==> src/hdl/snc_pkg.sv <==
// ----------------------------------------------------------------------------
// snc_pkg: shared types and constants for the spi nand command sequencer
// Holds the item structs, result kinds and the script record passed from the
// front part to the back part.
// ----------------------------------------------------------------------------
package snc_pkg;

  localparam int unsigned DeviceCountDefault = 8;

  // operation codes
  localparam logic [2:0] OP_ERASE   = 3'd0;
  localparam logic [2:0] OP_PROGRAM = 3'd1;
  localparam logic [2:0] OP_ERPROG  = 3'd2;
  localparam logic [2:0] OP_READ    = 3'd3;
  localparam logic [2:0] OP_ID      = 3'd4;
  localparam logic [2:0] OP_UNPROT  = 3'd5;
  localparam logic [2:0] OP_PAYLOAD = 3'd6;
  localparam logic [2:0] OP_RXBYTE  = 3'd7;

  // result kinds
  localparam logic [1:0] KIND_TX   = 2'd0;
  localparam logic [1:0] KIND_RD   = 2'd1;
  localparam logic [1:0] KIND_ID   = 2'd2;
  localparam logic [1:0] KIND_DONE = 2'd3;

  typedef struct packed {
    logic [2:0]  operation;
    logic [2:0]  device;
    logic [15:0] page_address;
    logic [11:0] column_address;
    logic [11:0] length;
    logic [7:0]  data_byte;
  } snc_in_t;

  typedef struct packed {
    logic [1:0]  kind;
    logic [23:0] value;
    logic        frame_end;
    logic [7:0]  device_select;
    logic        last;
  } snc_out_t;

  // one result slot of a script
  typedef struct packed {
    logic [1:0]  kind;
    logic [23:0] value;
    logic        frame_end;
  } snc_slot_t;

  // everything one item causes: up to eight results, same device select
  typedef struct packed {
    snc_slot_t [7:0] slots;
    logic [3:0]      count;
    logic [7:0]      sel;
  } snc_script_t;

endpackage

==> src/hdl/snc_front.sv <==
// ----------------------------------------------------------------------------
// snc_front: operation decoder and phase tracker
// Accepts one item per cycle, updates the operation state and writes the
// complete result script of the item into the script queue.
// ----------------------------------------------------------------------------
module snc_front #(
  parameter int unsigned DeviceCount = snc_pkg::DeviceCountDefault
) (
  input  logic                 clk_i,
  input  logic                 rst_ni,
  input  logic                 cfg_we_i,
  input  logic [7:0]           cfg_wdata_i,
  input  logic                 valid_i,
  input  snc_pkg::snc_in_t     item_i,
  output logic                 script_valid_o,
  output snc_pkg::snc_script_t script_o
);
  import snc_pkg::*;

  typedef enum logic [2:0] {
    PH_IDLE, PH_POLL_DONE, PH_POLL_ERASE, PH_POLL_READ, PH_PAYLOAD, PH_READ_DATA,
    PH_ID_DATA
  } phase_e;

  phase_e      phase_q, phase_d;
  logic [2:0]  dev_q, dev_d;
  logic [15:0] page_q, page_d;
  logic [11:0] col_q, col_d;
  logic [11:0] rem_q, rem_d;
  logic [23:0] id_q, id_d;
  logic [7:0]  prot_q;
  snc_script_t scr;
  logic [11:0] rem_dec;
  logic [23:0] id_next;

  // configuration register
  always_ff @(posedge clk_i or negedge rst_ni) begin
    if (!rst_ni) begin
      prot_q <= 8'h83;
    end else if (cfg_we_i) begin
      prot_q <= cfg_wdata_i;
    end
  end

  // script build and phase update
  always_comb begin
    phase_d = phase_q;
    dev_d   = dev_q;
    page_d  = page_q;
    col_d   = col_q;
    rem_d   = rem_q;
    id_d    = id_q;
    scr     = '0;
    rem_dec = rem_q - 12'd1;
    id_next = {id_q[15:0], item_i.data_byte};
    if (valid_i) begin
      if (item_i.operation <= OP_UNPROT) begin
        if (phase_q == PH_IDLE && 32'(item_i.device) < DeviceCount) begin
          dev_d  = item_i.device;
          page_d = item_i.page_address;
          col_d  = item_i.column_address;
          rem_d  = (item_i.operation >= OP_PROGRAM && item_i.operation <= OP_READ)
                   ? item_i.length : 12'd0;
          unique case (item_i.operation)
            OP_ERASE, OP_ERPROG: begin
              scr.slots[0] = '{KIND_TX, 24'h06, 1'b1};
              scr.slots[1] = '{KIND_TX, 24'hD8, 1'b0};
              scr.slots[2] = '{KIND_TX, 24'hC3, 1'b0};
              scr.slots[3] = '{KIND_TX, {16'd0, item_i.page_address[15:8]}, 1'b0};
              scr.slots[4] = '{KIND_TX, {16'd0, item_i.page_address[7:0]}, 1'b1};
              scr.slots[5] = '{KIND_TX, 24'h0F, 1'b0};
              scr.slots[6] = '{KIND_TX, 24'hC3, 1'b0};
              scr.slots[7] = '{KIND_TX, 24'h00, 1'b1};
              scr.count = 4'd8;
              phase_d = (item_i.operation == OP_ERASE) ? PH_POLL_DONE : PH_POLL_ERASE;
            end
            OP_PROGRAM: begin
              scr.slots[0] = '{KIND_TX, 24'h06, 1'b1};
              if (item_i.length == 12'd0) begin
                scr.slots[1] = '{KIND_TX, 24'h10, 1'b0};
                scr.slots[2] = '{KIND_TX, 24'h00, 1'b0};
                scr.slots[3] = '{KIND_TX, {16'd0, item_i.page_address[15:8]}, 1'b0};
                scr.slots[4] = '{KIND_TX, {16'd0, item_i.page_address[7:0]}, 1'b1};
                scr.slots[5] = '{KIND_TX, 24'h0F, 1'b0};
                scr.slots[6] = '{KIND_TX, 24'hC3, 1'b0};
                scr.slots[7] = '{KIND_TX, 24'h00, 1'b1};
                scr.count = 4'd8;
                phase_d = PH_POLL_DONE;
              end else begin
                scr.slots[1] = '{KIND_TX, 24'h02, 1'b0};
                scr.slots[2] = '{KIND_TX, {20'd0, item_i.column_address[11:8]}, 1'b0};
                scr.slots[3] = '{KIND_TX, {16'd0, item_i.column_address[7:0]}, 1'b0};
                scr.count = 4'd4;
                phase_d = PH_PAYLOAD;
              end
            end
            OP_READ: begin
              scr.slots[0] = '{KIND_TX, 24'h13, 1'b0};
              scr.slots[1] = '{KIND_TX, 24'h00, 1'b0};
              scr.slots[2] = '{KIND_TX, {16'd0, item_i.page_address[15:8]}, 1'b0};
              scr.slots[3] = '{KIND_TX, {16'd0, item_i.page_address[7:0]}, 1'b1};
              scr.slots[4] = '{KIND_TX, 24'h0F, 1'b0};
              scr.slots[5] = '{KIND_TX, 24'hC3, 1'b0};
              scr.slots[6] = '{KIND_TX, 24'h00, 1'b1};
              scr.count = 4'd7;
              phase_d = PH_POLL_READ;
            end
            OP_ID: begin
              scr.slots[0] = '{KIND_TX, 24'h9F, 1'b0};
              scr.slots[1] = '{KIND_TX, 24'h00, 1'b0};
              scr.slots[2] = '{KIND_TX, 24'h00, 1'b0};
              scr.slots[3] = '{KIND_TX, 24'h00, 1'b0};
              scr.slots[4] = '{KIND_TX, 24'h00, 1'b1};
              scr.count = 4'd5;
              rem_d = 12'd3;
              id_d = '0;
              phase_d = PH_ID_DATA;
            end
            default: begin
              scr.slots[0] = '{KIND_TX, 24'h1F, 1'b0};
              scr.slots[1] = '{KIND_TX, 24'hA0, 1'b0};
              scr.slots[2] = '{KIND_TX, {16'd0, prot_q}, 1'b1};
              scr.slots[3] = '{KIND_DONE, 24'h0, 1'b0};
              scr.count = 4'd4;
              phase_d = PH_IDLE;
            end
          endcase
        end
      end else if (item_i.operation == OP_PAYLOAD) begin
        if (phase_q == PH_PAYLOAD && rem_q != 12'd0) begin
          rem_d = rem_dec;
          if (rem_dec != 12'd0) begin
            scr.slots[0] = '{KIND_TX, {16'd0, item_i.data_byte}, 1'b0};
            scr.count = 4'd1;
          end else begin
            scr.slots[0] = '{KIND_TX, {16'd0, item_i.data_byte}, 1'b1};
            scr.slots[1] = '{KIND_TX, 24'h10, 1'b0};
            scr.slots[2] = '{KIND_TX, 24'h00, 1'b0};
            scr.slots[3] = '{KIND_TX, {16'd0, page_q[15:8]}, 1'b0};
            scr.slots[4] = '{KIND_TX, {16'd0, page_q[7:0]}, 1'b1};
            scr.slots[5] = '{KIND_TX, 24'h0F, 1'b0};
            scr.slots[6] = '{KIND_TX, 24'hC3, 1'b0};
            scr.slots[7] = '{KIND_TX, 24'h00, 1'b1};
            scr.count = 4'd8;
            phase_d = PH_POLL_DONE;
          end
        end
      end else if (phase_q == PH_POLL_DONE || phase_q == PH_POLL_ERASE ||
                   phase_q == PH_POLL_READ) begin
        if (item_i.data_byte[0]) begin
          scr.slots[0] = '{KIND_TX, 24'h0F, 1'b0};
          scr.slots[1] = '{KIND_TX, 24'hC3, 1'b0};
          scr.slots[2] = '{KIND_TX, 24'h00, 1'b1};
          scr.count = 4'd3;
        end else if (phase_q == PH_POLL_DONE) begin
          scr.slots[0] = '{KIND_DONE, 24'h0, 1'b0};
          scr.count = 4'd1;
          phase_d = PH_IDLE;
        end else if (phase_q == PH_POLL_ERASE) begin
          scr.slots[0] = '{KIND_TX, 24'h06, 1'b1};
          if (rem_q == 12'd0) begin
            scr.slots[1] = '{KIND_TX, 24'h10, 1'b0};
            scr.slots[2] = '{KIND_TX, 24'h00, 1'b0};
            scr.slots[3] = '{KIND_TX, {16'd0, page_q[15:8]}, 1'b0};
            scr.slots[4] = '{KIND_TX, {16'd0, page_q[7:0]}, 1'b1};
            scr.slots[5] = '{KIND_TX, 24'h0F, 1'b0};
            scr.slots[6] = '{KIND_TX, 24'hC3, 1'b0};
            scr.slots[7] = '{KIND_TX, 24'h00, 1'b1};
            scr.count = 4'd8;
            phase_d = PH_POLL_DONE;
          end else begin
            scr.slots[1] = '{KIND_TX, 24'h02, 1'b0};
            scr.slots[2] = '{KIND_TX, {20'd0, col_q[11:8]}, 1'b0};
            scr.slots[3] = '{KIND_TX, {16'd0, col_q[7:0]}, 1'b0};
            scr.count = 4'd4;
            phase_d = PH_PAYLOAD;
          end
        end else begin
          scr.slots[0] = '{KIND_TX, 24'h03, 1'b0};
          scr.slots[1] = '{KIND_TX, {20'd0, col_q[11:8]}, 1'b0};
          scr.slots[2] = '{KIND_TX, {16'd0, col_q[7:0]}, 1'b0};
          if (rem_q == 12'd0) begin
            scr.slots[3] = '{KIND_TX, 24'h00, 1'b1};
            scr.slots[4] = '{KIND_DONE, 24'h0, 1'b0};
            scr.count = 4'd5;
            phase_d = PH_IDLE;
          end else begin
            scr.slots[3] = '{KIND_TX, 24'h00, 1'b0};
            scr.count = 4'd4;
            phase_d = PH_READ_DATA;
          end
        end
      end else if (phase_q == PH_READ_DATA && rem_q != 12'd0) begin
        rem_d = rem_dec;
        scr.slots[0] = '{KIND_RD, {16'd0, item_i.data_byte}, rem_dec == 12'd0};
        if (rem_dec == 12'd0) begin
          scr.slots[1] = '{KIND_DONE, 24'h0, 1'b0};
          scr.count = 4'd2;
          phase_d = PH_IDLE;
        end else begin
          scr.count = 4'd1;
        end
      end else if (phase_q == PH_ID_DATA && rem_q != 12'd0) begin
        id_d  = id_next;
        rem_d = rem_dec;
        if (rem_dec == 12'd0) begin
          scr.slots[0] = '{KIND_ID, id_next, 1'b0};
          scr.slots[1] = '{KIND_DONE, 24'h0, 1'b0};
          scr.count = 4'd2;
          phase_d = PH_IDLE;
        end
      end
    end
    scr.sel = 8'd1 << dev_d;
  end

  // operation state
  always_ff @(posedge clk_i or negedge rst_ni) begin
    if (!rst_ni) begin
      phase_q <= PH_IDLE;
      dev_q   <= '0;
      page_q  <= '0;
      col_q   <= '0;
      rem_q   <= '0;
      id_q    <= '0;
    end else begin
      phase_q <= phase_d;
      dev_q   <= dev_d;
      page_q  <= page_d;
      col_q   <= col_d;
      rem_q   <= rem_d;
      id_q    <= id_d;
    end
  end

  assign script_valid_o = valid_i && (scr.count != 4'd0);
  assign script_o       = scr;

endmodule

==> src/hdl/snc_queue.sv <==
// ----------------------------------------------------------------------------
// snc_queue: script queue between front and back
// Small two-entry queue of result scripts with registered storage.
// ----------------------------------------------------------------------------
module snc_queue (
  input  logic                 clk_i,
  input  logic                 rst_ni,
  input  logic                 wr_i,
  input  snc_pkg::snc_script_t wdata_i,
  output logic                 full_o,
  input  logic                 rd_i,
  output logic                 empty_o,
  output snc_pkg::snc_script_t rdata_o
);
  import snc_pkg::*;

  snc_script_t mem_q [2];
  logic        wp_q, rp_q;
  logic [1:0]  cnt_q;

  // storage
  always_ff @(posedge clk_i) begin
    if (wr_i) begin
      mem_q[wp_q] <= wdata_i;
    end
  end

  // pointers
  always_ff @(posedge clk_i or negedge rst_ni) begin
    if (!rst_ni) begin
      wp_q  <= 1'b0;
      rp_q  <= 1'b0;
      cnt_q <= '0;
    end else begin
      if (wr_i) wp_q <= ~wp_q;
      if (rd_i) rp_q <= ~rp_q;
      cnt_q <= cnt_q + {1'b0, wr_i} - {1'b0, rd_i};
    end
  end

  assign full_o  = cnt_q == 2'd2;
  assign empty_o = cnt_q == 2'd0;
  assign rdata_o = mem_q[rp_q];

endmodule

==> src/hdl/snc_back.sv <==
// ----------------------------------------------------------------------------
// snc_back: result sequencer
// Steps through the slots of the oldest script, one result per transfer.
// ----------------------------------------------------------------------------
module snc_back (
  input  logic                 clk_i,
  input  logic                 rst_ni,
  input  logic                 q_empty_i,
  input  snc_pkg::snc_script_t script_i,
  output logic                 q_pop_o,
  output logic                 empty_o,
  input  logic                 pop_i,
  output snc_pkg::snc_out_t    result_o
);
  import snc_pkg::*;

  logic [2:0] idx_q;
  snc_slot_t  cur;
  logic       is_last;
  logic       take;

  assign cur     = script_i.slots[idx_q];
  assign is_last = ({1'b0, idx_q} + 4'd1) == script_i.count;
  assign empty_o = q_empty_i;
  assign take    = pop_i && !q_empty_i;
  assign q_pop_o = take && is_last;

  // slot index
  always_ff @(posedge clk_i or negedge rst_ni) begin
    if (!rst_ni) begin
      idx_q <= '0;
    end else if (take) begin
      idx_q <= is_last ? 3'd0 : idx_q + 3'd1;
    end
  end

  // result fields
  always_comb begin
    result_o.kind          = cur.kind;
    result_o.value         = cur.value;
    result_o.frame_end     = cur.frame_end;
    result_o.device_select = (cur.kind == KIND_DONE) ? 8'd0 : script_i.sel;
    result_o.last          = is_last;
  end

endmodule

==> src/hdl/spi_nand_command_sequencer.sv <==
// ----------------------------------------------------------------------------
// spi_nand_command_sequencer: command frame sequencer for spi nand devices
// Turns operation requests and received bytes into transmit, read and id
// results for a downstream spi shifter.
// ----------------------------------------------------------------------------
// Usage:
//   Input: drive in_i and push; a transfer happens when push is
//   high and full is low. Start requests, payload bytes and received
//   bytes all enter here.
//   Result queue: while empty is low out_o holds the oldest result; pop
//   takes it. Each item makes 0 to 8 results, the last one flagged.
//   Config: cfg_we_i writes cfg_wdata_i into the unprotect status byte.
//   Results: an item's results enter the script queue at its transfer.
//   Throughput: one item per cycle is taken while the two-entry script
//   queue has room; the back end drains one result per cycle while pop
//   is high, and an item has at most 8 results.
//   Reset: idle, device register 0, status byte 0x83, queue empty.
//   When the receiver stalls the script queue fills and full rises.
// ----------------------------------------------------------------------------
module spi_nand_command_sequencer #(
  parameter int unsigned DeviceCount = snc_pkg::DeviceCountDefault
) (
  input  logic              clk_i,
  input  logic              rst_ni,
  input  logic              cfg_we_i,
  input  logic [7:0]        cfg_wdata_i,
  input  logic              push,
  output logic              full,
  input  snc_pkg::snc_in_t  in_i,
  output logic              empty,
  input  logic              pop,
  output snc_pkg::snc_out_t out_o
);
  import snc_pkg::*;

  logic        s_valid, q_full, q_empty, q_pop;
  snc_script_t s_data, q_data;

  snc_front #(.DeviceCount(DeviceCount)) u_front (
    .clk_i, .rst_ni, .cfg_we_i, .cfg_wdata_i,
    .valid_i(push && !q_full), .item_i(in_i),
    .script_valid_o(s_valid), .script_o(s_data)
  );

  snc_queue u_queue (
    .clk_i, .rst_ni, .wr_i(s_valid), .wdata_i(s_data), .full_o(q_full),
    .rd_i(q_pop), .empty_o(q_empty), .rdata_o(q_data)
  );

  snc_back u_back (
    .clk_i, .rst_ni, .q_empty_i(q_empty), .script_i(q_data), .q_pop_o(q_pop),
    .empty_o(empty), .pop_i(pop), .result_o(out_o)
  );

  assign full = q_full;

endmodule

==> config.mk <==
export PLATFORM = sky130hd
export DESIGN_NAME = spi_nand_command_sequencer
export DESIGN_NICKNAME = d
export VERILOG_FILES = /design/src/hdl/snc_pkg.sv /design/src/hdl/snc_front.sv /design/src/hdl/snc_queue.sv /design/src/hdl/snc_back.sv /design/src/hdl/spi_nand_command_sequencer.sv
export SDC_FILE = /design/constraint.sdc
export NUM_CORES = 1
export LEC_CHECK = 0
export ABC_AREA = 1
export BUFFER_PORTS_ARGS = -buffer_cell sky130_fd_sc_hd__buf_2
export CORE_AREA = 2 2 139 141
export DETAILED_ROUTE_END_ITERATION = 7
export DIE_AREA = 0 0 141 143
export PLACE_DENSITY_LB_ADDON = 0.05
export SLEW_MARGIN = 5
export SYNTH_ARGS = -nofsm -noshare
export SYNTH_HDL_FRONTEND = slang
export SYNTH_SLANG_ARGS = --single-unit
export TNS_END_PERCENT = 100
==> constraint.sdc <==
create_clock -name clk_i -period 13.2 [get_ports clk_i]
set_input_delay 2.64 -clock clk_i [delete_from_list [all_inputs] [get_ports clk_i]]
set_output_delay 2.64 -clock clk_i [all_outputs]
set_load 0.02 [all_outputs]
==> flow_summary.json, run 1 <==
{
  "post-route-period-util": 0.4807,
  "synth-seq-cells": 235,
  "clk_pin_slew_ps": 70,
  "cpPeakStageDelay_ps": 830,
  "antenna_found_initial": 0,
  "synth_edf_count": 158,
  "avgRoutedWirePerCell_um": 19.37,
  "grt_overflow_total": 0,
  "ys_types": 59,
  "p_per_area_mw_per_mm2": 231.0,
  "p_leak_nw": 5.564,
  "core_area_mm2": 0.01858,
  "dieArea_mm2": 0.02016,
  "worstPathRequired_ps": 13340,
  "row_count": 50,
  "final_area_mm2": 0.01341,
  "postRouteAntennaNets": 0,
  "path_cells": "buf_2, nand2_4, inv_2, nor2_4, inv_2, nor2_8, o21ai_0, a21boi_2, nand2_2, clkinv_2, a21boi_4, buf_4",
  "grt_pass1_vias": 9158,
  "ys.flop_type": "edfxtp_1",
  "p_total_mw": 3.098,
  "highest_layer": "met4",
  "tns_ps": 0,
  "cts-root-buf": "clkbuf_16",
  "post_cts_buffers": 0,
  "synth-seq-area-share": 0.5562,
  "rsz0062_at_grt": "no",
  "max_freq_mhz": 157.6,
  "slowest_stage": "a21boi_4",
  "viasPerCell": 5.916,
  "clock-sinks": 235,
  "crit_fanout": 51,
  "io_buffers": 104,
  "clock_path_buffers": 3,
  "cpLargestDelayFamily": "buffers and inverters",
  "tightestPinTransition_ps": 1087,
  "gp_congestion": 1.011,
  "drc_errors": 0,
  "status": "completed",
  "wl_met2_um": 14580,
  "cts_buffers": 25,
  "synth_cells": 1313,
  "dp_hpwl_um": 22260,
  "drive_gt1_frac": 0.1852,
  "hold_viol_final": 0,
  "syn-num-nets": 1389,
  "slew_headroom": 0.2737,
  "place_ws_ps": 6334,
  "maxCapViolCount": 0,
  "grt_usage": 0.3154,
  "async_flop_share": 0.3277,
  "timing.reg2reg.setup_slack_ps": 8610,
  "ir_drop_mv": 0.1643,
  "cts_tree": "yes",
  "hold_path_class": "flop to flop",
  "skew_ps": 20.47,
  "setup_viol": 0,
  "cp_num_buf_inv": 5,
  "grt_pass1_wl_um": 48910,
  "dr.pass1.iters": 6,
  "place_inst": 1604,
  "vias": 9755,
  "min_period_ps": 6345,
  "worstSetupPathType": "input pin to flop",
  "die_h_um": 143,
  "drv_slew": 0,
  "cp-end-kind": "flop",
  "wl_um": 31930,
  "fin_ws_ps": 6855,
  "antenna_cells": 0,
  "initial_core_util": 0.6459,
  "yosysWarnings": 0,
  "boundaryPins": 105,
  "wl_met1_um": 13470,
  "routed-wl-met3_um": 2992,
  "worstSkewPairLatency_ps": 520,
  "finalNonFillerCells": 1649,
  "grt_max_degree": 70,
  "place_area_mm2": 0.01262,
  "cts_resized": 0,
  "chipWidth_um": 141,
  "cp_common_cell": "inv_2",
  "syn-cell-area_mm2": 0.01200,
  "drt-initial-drc-count": 1026,
  "cts_hold_buf": 0,
  "syn2layout_area_growth_pct": 11.75,
  "htreeDepth": 1,
  "crit_arrival_ps": 6480,
  "nets": 1473,
  "critPathLaunchType": "input pin",
  "avgSynthCellArea_um2": 9.141,
  "fill_cells": 1422
}
## per-stage QoR
stage,utilization,hold slack [ps]
6_report,0.7218,477.9
5_1_grt,0.7218,492.4
4_1_cts,0.7218,478.4
3_5_place_dp,0.6791,461.5
3_3_place_gp,0.6791,455.0
2_1_floorplan,-,442.7
## layout make-up
class | instances | area (um2) | area share
Clock buffer | 36 | 726.9 | 0.05420
Clock inverter | 9 | 66.31 | 0.004944
Timing Repair Buffer | 111 | 575.6 | 0.04291
Sequential cell | 235 | 6676 | 0.4978
Inverter | 121 | 457.9 | 0.03414
Multi-Input combinational cell | 903 | 4616 | 0.3442
Tap cell | 234 | 292.8 | 0.02183
## logic make-up after synthesis
group | share of synthesized area
flops | 0.5562
xor+xnor | 0.005838
simple gates | 0.2155
fa+ha+maj | 0.009383
buf+inv | 0.05984
mux | 0.009905
compound gates | 0.1433
## cells in the final DEF, fill, tap and decap left out, types with 15 or more instances in the layout
cell type,n
o22ai_1,17
buf_2,103
nand2_2,15
nand2_1,313
edfxtp_1,158
clkbuf_16,25
nor2_1,142
a21oi_1,75
inv_2,21
inv_1,96
dfrtp_1,73
o21ai_1,32
o21ai_0,97
nand3_1,41
nor2_2,19
## synth_stat cells, types with 17 or more instances
cell type / n / area [um2]
a21oi_1: 75 / 375.4
clkbuf_1: 30 / 112.6
dfrtp_1: 74 / 1852
edfxtp_1: 158 / 4745
inv_1: 97 / 364.1
inv_2: 20 / 75.07
nand2_1: 313 / 1175
nand3_1: 41 / 205.2
nor2_1: 142 / 533.0
nor2_2: 19 / 118.9
o21ai_0: 97 / 485.5
o21ai_1: 32 / 160.2
o22ai_1: 17 / 106.4
## final timing paths
check	start	to	depth (start not counted)
max in group asynchronous	rst_ni	u_front.col_q[8]$_DFFE_PN0P_	2
hold reg to reg	u_front.page_q[5]$_DFFE_PN0P_	u_front.page_q[5]$_DFFE_PN0P_	2
min in group asynchronous	rst_ni	u_front.rem_q[1]$_DFFE_PN0P_	1
setup / recovery	in_i[53]	u_queue.mem_q[1][6]$_DFFE_PP_	12
hold / removal	u_front.page_q[5]$_DFFE_PN0P_	u_front.page_q[5]$_DFFE_PN0P_	2
setup reg to reg	u_front.rem_q[0]$_DFFE_PN0P_	u_queue.mem_q[1][6]$_DFFE_PP_	15
## per-layer routing
metal | vias to the layer above | track usage
met1 | 4596 | 0.4511
met4 | 0 | 0.09842
met5 | - | 0
met3 | 60 | 0.05298
li1 | 4624 | -
met2 | 475 | 0.5012
## registers in the layout (all words and copies together) (netlist names)
signal,cells
u_queue.mem_q,158
u_front.id_q,16
u_front.page_q,16
u_front.col_q,12
u_front.rem_q,12
u_front.prot_q,8
u_back.idx_q,3
u_front.dev_q,3
u_front.phase_q,3
u_queue.cnt_q,2
u_queue.rp_q,1
u_queue.wp_q,1
## worst register-to-register path, stage by stage, from the launching register on
cell,delay [ps]
dfrtp_1,380
inv_1,210
ha_1,220
and3_1,170
nand4_2,460
inv_1,310
ha_1,210
o21ai_1,80
inv_2,60
nand2_1,60
a21oi_1,230
a21boi_2,100
nand2_2,90
clkinv_2,90
a21boi_4,830
buf_4,690
## power breakdown
group	leakage, nW	switching [mW]	total, mW	internal [mW]
clock	0.396	0.274	0.673	0.399
sequential	2.47	0.121	1.18	1.06
combinational	2.70	0.890	1.24	0.353
(Power assumes the default switching activity.)
==> inputs of run 2 (changes only) <==
Settings changed: ABC_AREA 1 to 0, CORE_AREA 2 2 139 141 to 2 2 151 153, DIE_AREA 0 0 141 143 to 0 0 153 155.
Clock period 13.2 ns to 5.41 ns, I/O delays scaled along.
==> run 2 against run 1 <==
Design area fell by 0.54%. Setup slack got worse by 5600 ps. Synthesized cell count fell by 25%. Largest power group is now sequential cells. First-iteration DRC count fell by 15%. Die area rose by 18%. Critical endpoint is now out_o[9]. Clock skew fell by 9.3 ps.
==> flow_summary.json, run 2 <==
{
  "p_leak_nw": 5.168,
  "drive_gt1_frac": 0.2291,
  "yosysWarnings": 0,
  "tightestPinTransition_ps": 1133,
  "startpoint": "u_queue.rp_q$_DFFE_PN0P_",
  "final_area_mm2": 0.01334,
  "cts_resized": 0,
  "chipWidth_um": 153,
  "synth.most_common_cell": "edfxtp_1",
  "synth_area_leaders": "edfxtp_1 (40%), dfrtp_1 (16%), mux2_2 (4.0%), mux4_2 (4.0%), mux2i_1 (4.0%)",
  "cts_tree": "yes",
  "tns_ps": 0,
  "rr_worst_depth": 12,
  "dp_hpwl_um": 20120,
  "cts-root-buf": "clkbuf_16",
  "status": "completed",
  "clock_path_buffers": 3,
  "gp_congestion": 0.9336,
  "cp-end-kind": "output port",
  "grt_pass1_wl_um": 44520,
  "antenna_cells": 0,
  "clock-sinks": 235,
  "worstSetupPathType": "flop to output port",
  "p_total_mw": 7.449,
  "synth-seq-area-share": 0.5688,
  "avgSynthCellArea_um2": 11.96,
  "core_area_mm2": 0.02223,
  "setup_viol": 0,
  "synth_top_area_cell": "edfxtp_1",
  "max_freq_mhz": 241.8,
  "vias": 8339,
  "hold_path_class": "flop to flop",
  "ys_types": 77,
  "cts_hold_buf": 0,
  "initial_core_util": 0.5280,
  "worstSkewPairLatency_ps": 530,
  "dieArea_mm2": 0.02372,
  "grt_overflow_total": 0,
  "yosys.area.top_type_share": 0.4043,
  "reg_top3": "u_queue.mem_q x158, u_front.id_q x16, u_front.page_q x16",
  "viasPerCell": 6.118,
  "synthTopCellsByCount": "edfxtp_1 (158), nor2_1 (104), dfrtp_1 (74)",
  "boundaryPins": 105,
  "synth_edf_count": 158,
  "nets": 1134,
  "grt_usage": 0.2416,
  "cpPeakStageDelay_ps": 880,
  "grt_pass1_vias": 7618,
  "clk_pin_slew_ps": 60,
  "synth_cells": 981,
  "async_flop_share": 0.3277,
  "ir_drop_mv": 0.2546,
  "synth-seq-cells": 235,
  "whs_ps": 499.4,
  "row_count": 55,
  "final_common_cell": "edfxtp_1",
  "grt_max_degree": 61,
  "cts_buffers": 26,
  "skew_ps": 11.18,
  "dr.pass1.iters": 5,
  "crit_fanout": 41,
  "slew_headroom": 0.2385,
  "post-route-period-util": 0.7645,
  "finalNonFillerCells": 1363,
  "syn2layout_area_growth_pct": 13.66,
  "critPathLaunchType": "flop",
  "timing.reg2reg.setup_slack_ps": 1530,
  "place_inst": 1315,
  "maxCapViolCount": 0,
  "reg2reg_to": "u_queue.cnt_q[1]$_DFF_PN0_",
  "drt-initial-drc-count": 870,
  "syn-num-nets": 1057,
  "final_cell_mix": "edfxtp_1 (158), nor2_1 (103), buf_2 (103)",
  "p_per_area_mw_per_mm2": 558.4,
  "die_h_um": 155,
  "largest_register": "u_queue.mem_q",
  "place_area_mm2": 0.01242,
  "io_buffers": 104,
  "cp-endpoint": "out_o[9]",
  "crit_arrival_ps": 3050,
  "worstPathRequired_ps": 4330,
  "postRouteAntennaNets": 0,
  "rsz0062_at_grt": "no",
  "antenna_found_initial": 0,
  "slowest_stage": "dfrtp_4",
  "drv_slew": 0,
  "rr_startpoint": "u_front.rem_q[0]$_DFFE_PN0P_",
  "wl_um": 28910,
  "syn-cell-area_mm2": 0.01174,
  "htreeDepth": 1,
  "drc_errors": 0,
  "post_cts_buffers": 0,
  "hold_viol_final": 0,
  "min_period_ps": 4136,
  "ys.flop_type": "edfxtp_1",
  "path_cells": "buf_4, mux4_2, mux2_2, nand2_1, o221ai_1, buf_2",
  "largest_reg_flops": 158,
  "avgRoutedWirePerCell_um": 21.21
}
## run 2: layout make-up
type | instances | area, um2
fillers | 1837 | 8889
repair buffers | 117 | 645.6
clock inverters | 13 | 190.2
inverters | 37 | 138.9
well taps | 285 | 356.6
flip-flops and latches | 235 | 6679
multi-input cells | 641 | 4602
clock buffers | 35 | 726.9
## run 2: worst min path at each step
stage                     slack [ps]                           from                             to  cells after the start
after floorplan                  470    u_front.id_q[2]$_DFFE_PN0P_   u_front.id_q[10]$_DFFE_PN0P_                      2
after global placement           480    u_front.id_q[1]$_DFFE_PN0P_    u_front.id_q[9]$_DFFE_PN0P_                      2
after detailed placement         490    u_front.id_q[7]$_DFFE_PN0P_   u_front.id_q[15]$_DFFE_PN0P_                      2
after CTS                        500    u_front.id_q[7]$_DFFE_PN0P_   u_front.id_q[15]$_DFFE_PN0P_                      2
after global routing             520  u_front.page_q[4]$_DFFE_PN0P_  u_front.page_q[4]$_DFFE_PN0P_                      1
final                            500    u_front.id_q[7]$_DFFE_PN0P_   u_front.id_q[15]$_DFFE_PN0P_                      2
## run 2: through the flow
step	setup slack, ps	util
final	1274	0.6001
after global routing	1058	0.6001
after CTS	1231	0.6001
after detailed placement	873.7	0.5589
after global placement	908.7	0.5589
after floorplan	308.6	-
## run 2: critical path: cells and delay by family (launching register included)
kind,cells,cell delay [ps]
AOI/OAI and AO/OA,1,150
muxes,2,810
and+or+nand+nor,1,60
buffers and inverters,2,600
DFF,1,880
## run 2: logic make-up (layout without fill, tap and decap cells)
| group | count (synthesis) | count (layout) | synth area share |
|---|---|---|---|
| buf+inv | 105 | 202 | 0.04115 |
| xor+xnor | 12 | 12 | 0.008955 |
| flops | 235 | 235 | 0.5688 |
| mux | 112 | 112 | 0.1226 |
| fa+ha+maj | 9 | 9 | 0.009595 |
| simple gates | 291 | 291 | 0.1257 |
| compound gates | 217 | 217 | 0.1232 |
## run 2: per-layer routing
layer	wire length [um]	global-route usage	part of all wire
met5	0	0	0
met4	401	0.05556	0.014
met3	1746	0.03510	0.060
met2	13070	0.3660	0.45
met1	13690	0.3728	0.47
## run 2: power breakdown
group	total [mW]	switching (mW)	internal, mW
combinational	2.62	1.56	1.06
clock	1.88	0.697	1.18
sequential	2.95	0.431	2.52
total	7.45	2.69	4.76
==> inputs of run 3 (changes only) <==
Settings changed: ABC_AREA 0 to 1, CORE_AREA 2 2 151 153 to 2 2 145 147, DIE_AREA 0 0 153 155 to 0 0 147 149.
Clock period 5.41 ns to 4.19 ns, I/O delays scaled along.
==> run 3 against run 2 <==
Worst hold slack worse by 69 ps. Register-to-register slack worse by 820 ps. Critical path depth increased by 2. Clock skew increased by 6.9 ps. Critical path type unchanged. Clock power up 33%. Global-route usage grew 5.8 points. Cell count grew 25%. Routed wire length increased by 14%. Flip-flop and latch count did not move. Setup slack got worse by 930 ps.
==> flow_summary.json, run 3 (synthesis results as in run 1) <==
{
  "drive_gt1_frac": 0.1964,
  "p_comb_frac": 0.395,
  "antenna_found_initial": 1,
  "clockPowerShare": 0.243,
  "hold_viol_final": 0,
  "drv_slew": 0,
  "cp-end-kind": "output port",
  "finalNonFillerCells": 1706,
  "skew_ps": 18.11,
  "tns_ps": 0,
  "cts_buffers": 26,
  "grt_usage": 0.2997,
  "cpPeakStageDelay_ps": 620,
  "clock_path_buffers": 3,
  "setup_viol": 0,
  "path_cells": "inv_2, buf_4, nor2_1, nor2_1, o21ai_0, o21ai_1, a21oi_1, buf_2",
  "p_switching_mw": 4.179,
  "wl_um": 32950,
  "ir_drop_mv": 0.3559,
  "largest_register": "u_queue.mem_q",
  "place_area_mm2": 0.01280,
  "rsz0062_at_grt": "no",
  "cts-root-buf": "clkbuf_16",
  "io_buffers": 104,
  "syn2layout_area_growth_pct": 14.54,
  "postRouteAntennaNets": 0,
  "slowest_stage": "dfrtp_2",
  "post-route-period-util": 0.9171,
  "worstPathRequired_ps": 3350,
  "hold_path_class": "input pin to asynchronous set/reset pin",
  "cts_resized": 0,
  "avgRoutedWirePerCell_um": 19.31,
  "p_sw_frac": 0.4074,
  "drt-initial-drc-count": 877,
  "cellInternalPower_mw": 6.077,
  "max_freq_mhz": 260.2,
  "fin_util": 0.6687,
  "final_common_cell": "nand2_1",
  "antenna_cells": 0,
  "clk_pin_slew_ps": 60,
  "cp_common_cell": "nor2_1",
  "min_period_ps": 3842,
  "dr.pass1.iters": 6,
  "sequentialPowerShare": 0.362,
  "crit_fanout": 32,
  "grt_pass1_wl_um": 50660,
  "final_area_mm2": 0.01375,
  "p_leak_nw": 5.707,
  "critPathLaunchType": "flop",
  "chipWidth_um": 147,
  "dieArea_mm2": 0.02190,
  "htreeDepth": 1,
  "initial_core_util": 0.5838,
  "gp_congestion": 0.9692,
  "post_cts_buffers": 0,
  "cts_tree": "yes",
  "vias": 9702,
  "slew_headroom": 0.3577,
  "drc_errors": 0,
  "core_area_mm2": 0.02056,
  "viasPerCell": 5.687,
  "tightestPinTransition_ps": 958.9,
  "row_count": 53,
  "worstSetupPathType": "flop to output port",
  "reg_top3": "u_queue.mem_q x158, u_front.id_q x16, u_front.page_q x16",
  "status": "completed",
  "p_per_area_mw_per_mm2": 746.1,
  "largest_reg_flops": 158,
  "maxCapViolCount": 0,
  "worstSkewPairLatency_ps": 530,
  "final_cell_mix": "nand2_1 (313), edfxtp_1 (158), nor2_1 (142)",
  "nets": 1487,
  "die_h_um": 149,
  "boundaryPins": 105,
  "dp_hpwl_um": 23090,
  "grt_pass1_vias": 9187,
  "clock-sinks": 235,
  "crit_arrival_ps": 3000,
  "place_inst": 1658,
  "p_total_mw": 10.26,
  "grt_overflow_total": 0,
  "grt_max_degree": 61,
  "cts_hold_buf": 0
}
-- run 3: cell types whose count changed in the layout (fill, tap and decap cells not counted), moves of 15 or more --
cell     delta
mux2_2     -35
nor3_1     -15
mux4_2     -21
nand2_1   +271
mux2i_1    -43
nand3_1    +20
o21ai_0    +43
a21oi_1    +24
o21ai_1    +31
nor4_1     -20
inv_2      +21
inv_1      +59
nor2_2     +19
nor2_1     +39
-- run 3: power groups by stage --
stage / logic (mW) / clock network [mW] / registers (mW)
2_1_floorplan: 2.91 / 0 / 3.60
3_3_place_gp: 3.98 / 0 / 3.72
3_5_place_dp: 4.01 / 0 / 3.74
4_1_cts: 4.04 / 2.51 / 3.70
5_1_grt: 4.47 / 2.60 / 3.78
6_report: 4.05 / 2.50 / 3.71
-- run 3: layer usage --
layer | vias to the layer above | wire length (um) | track usage | part of all wire
met4 | 0 | 765 | 0.07885 | 0.023
met2 | 366 | 15210 | 0.4791 | 0.46
met5 | - | 0 | 0 | 0
met3 | 58 | 2607 | 0.04679 | 0.079
met1 | 4623 | 14370 | 0.4341 | 0.44
li1 | 4655 | - | - | -
-- run 3: final timing paths --
path / start / to / slack (ps) / cells after the start
max reg2reg: u_front.rem_q[0]$_DFFE_PN0P_ / u_queue.mem_q[0][174]$_DFFE_PP_ / 710 / 15
min in group clk_i: u_front.page_q[2]$_DFFE_PN0P_ / u_front.page_q[2]$_DFFE_PN0P_ / 480 / 2
min reg2reg: u_front.page_q[2]$_DFFE_PN0P_ / u_front.page_q[2]$_DFFE_PN0P_ / 480 / 2
max: u_queue.rp_q$_DFFE_PN0P_ / out_o[6] / 350 / 8
max in group asynchronous: rst_ni / u_front.rem_q[11]$_DFFE_PN0P_ / 2940 / 2
min: rst_ni / u_queue.cnt_q[1]$_DFF_PN0_ / 430 / 1
-- run 3: stage by stage --
| stage | setup WS (ps) | hold WS [ps] |
|---|---|---|
| 2_1_floorplan | 24.31 | 442.7 |
| 3_3_place_gp | 701.7 | 455.5 |
| 3_5_place_dp | 636.9 | 460.0 |
| 4_1_cts | 336.6 | 445.6 |
| 5_1_grt | 86.33 | 479.9 |
| 6_report | 347.5 | 430.8 |
-- run 3: worst max-delay path: cells and delay by family (launching register included) --
kind	cells	cell delay [ps]
buffers and inverters	3	900
DFF	1	620
and+or+nand+nor	2	190
AOI/OAI and AO/OA	3	720
-- run 3: cell type report --
type	count	area (um2)
Fill cell	1695	6810
Sequential cell	235	6676
Multi-Input combinational cell	903	4616
Timing Repair Buffer	124	710.7
Clock buffer	31	690.7
Inverter	121	457.9
Tap cell	275	344.1
Clock inverter	17	251.5
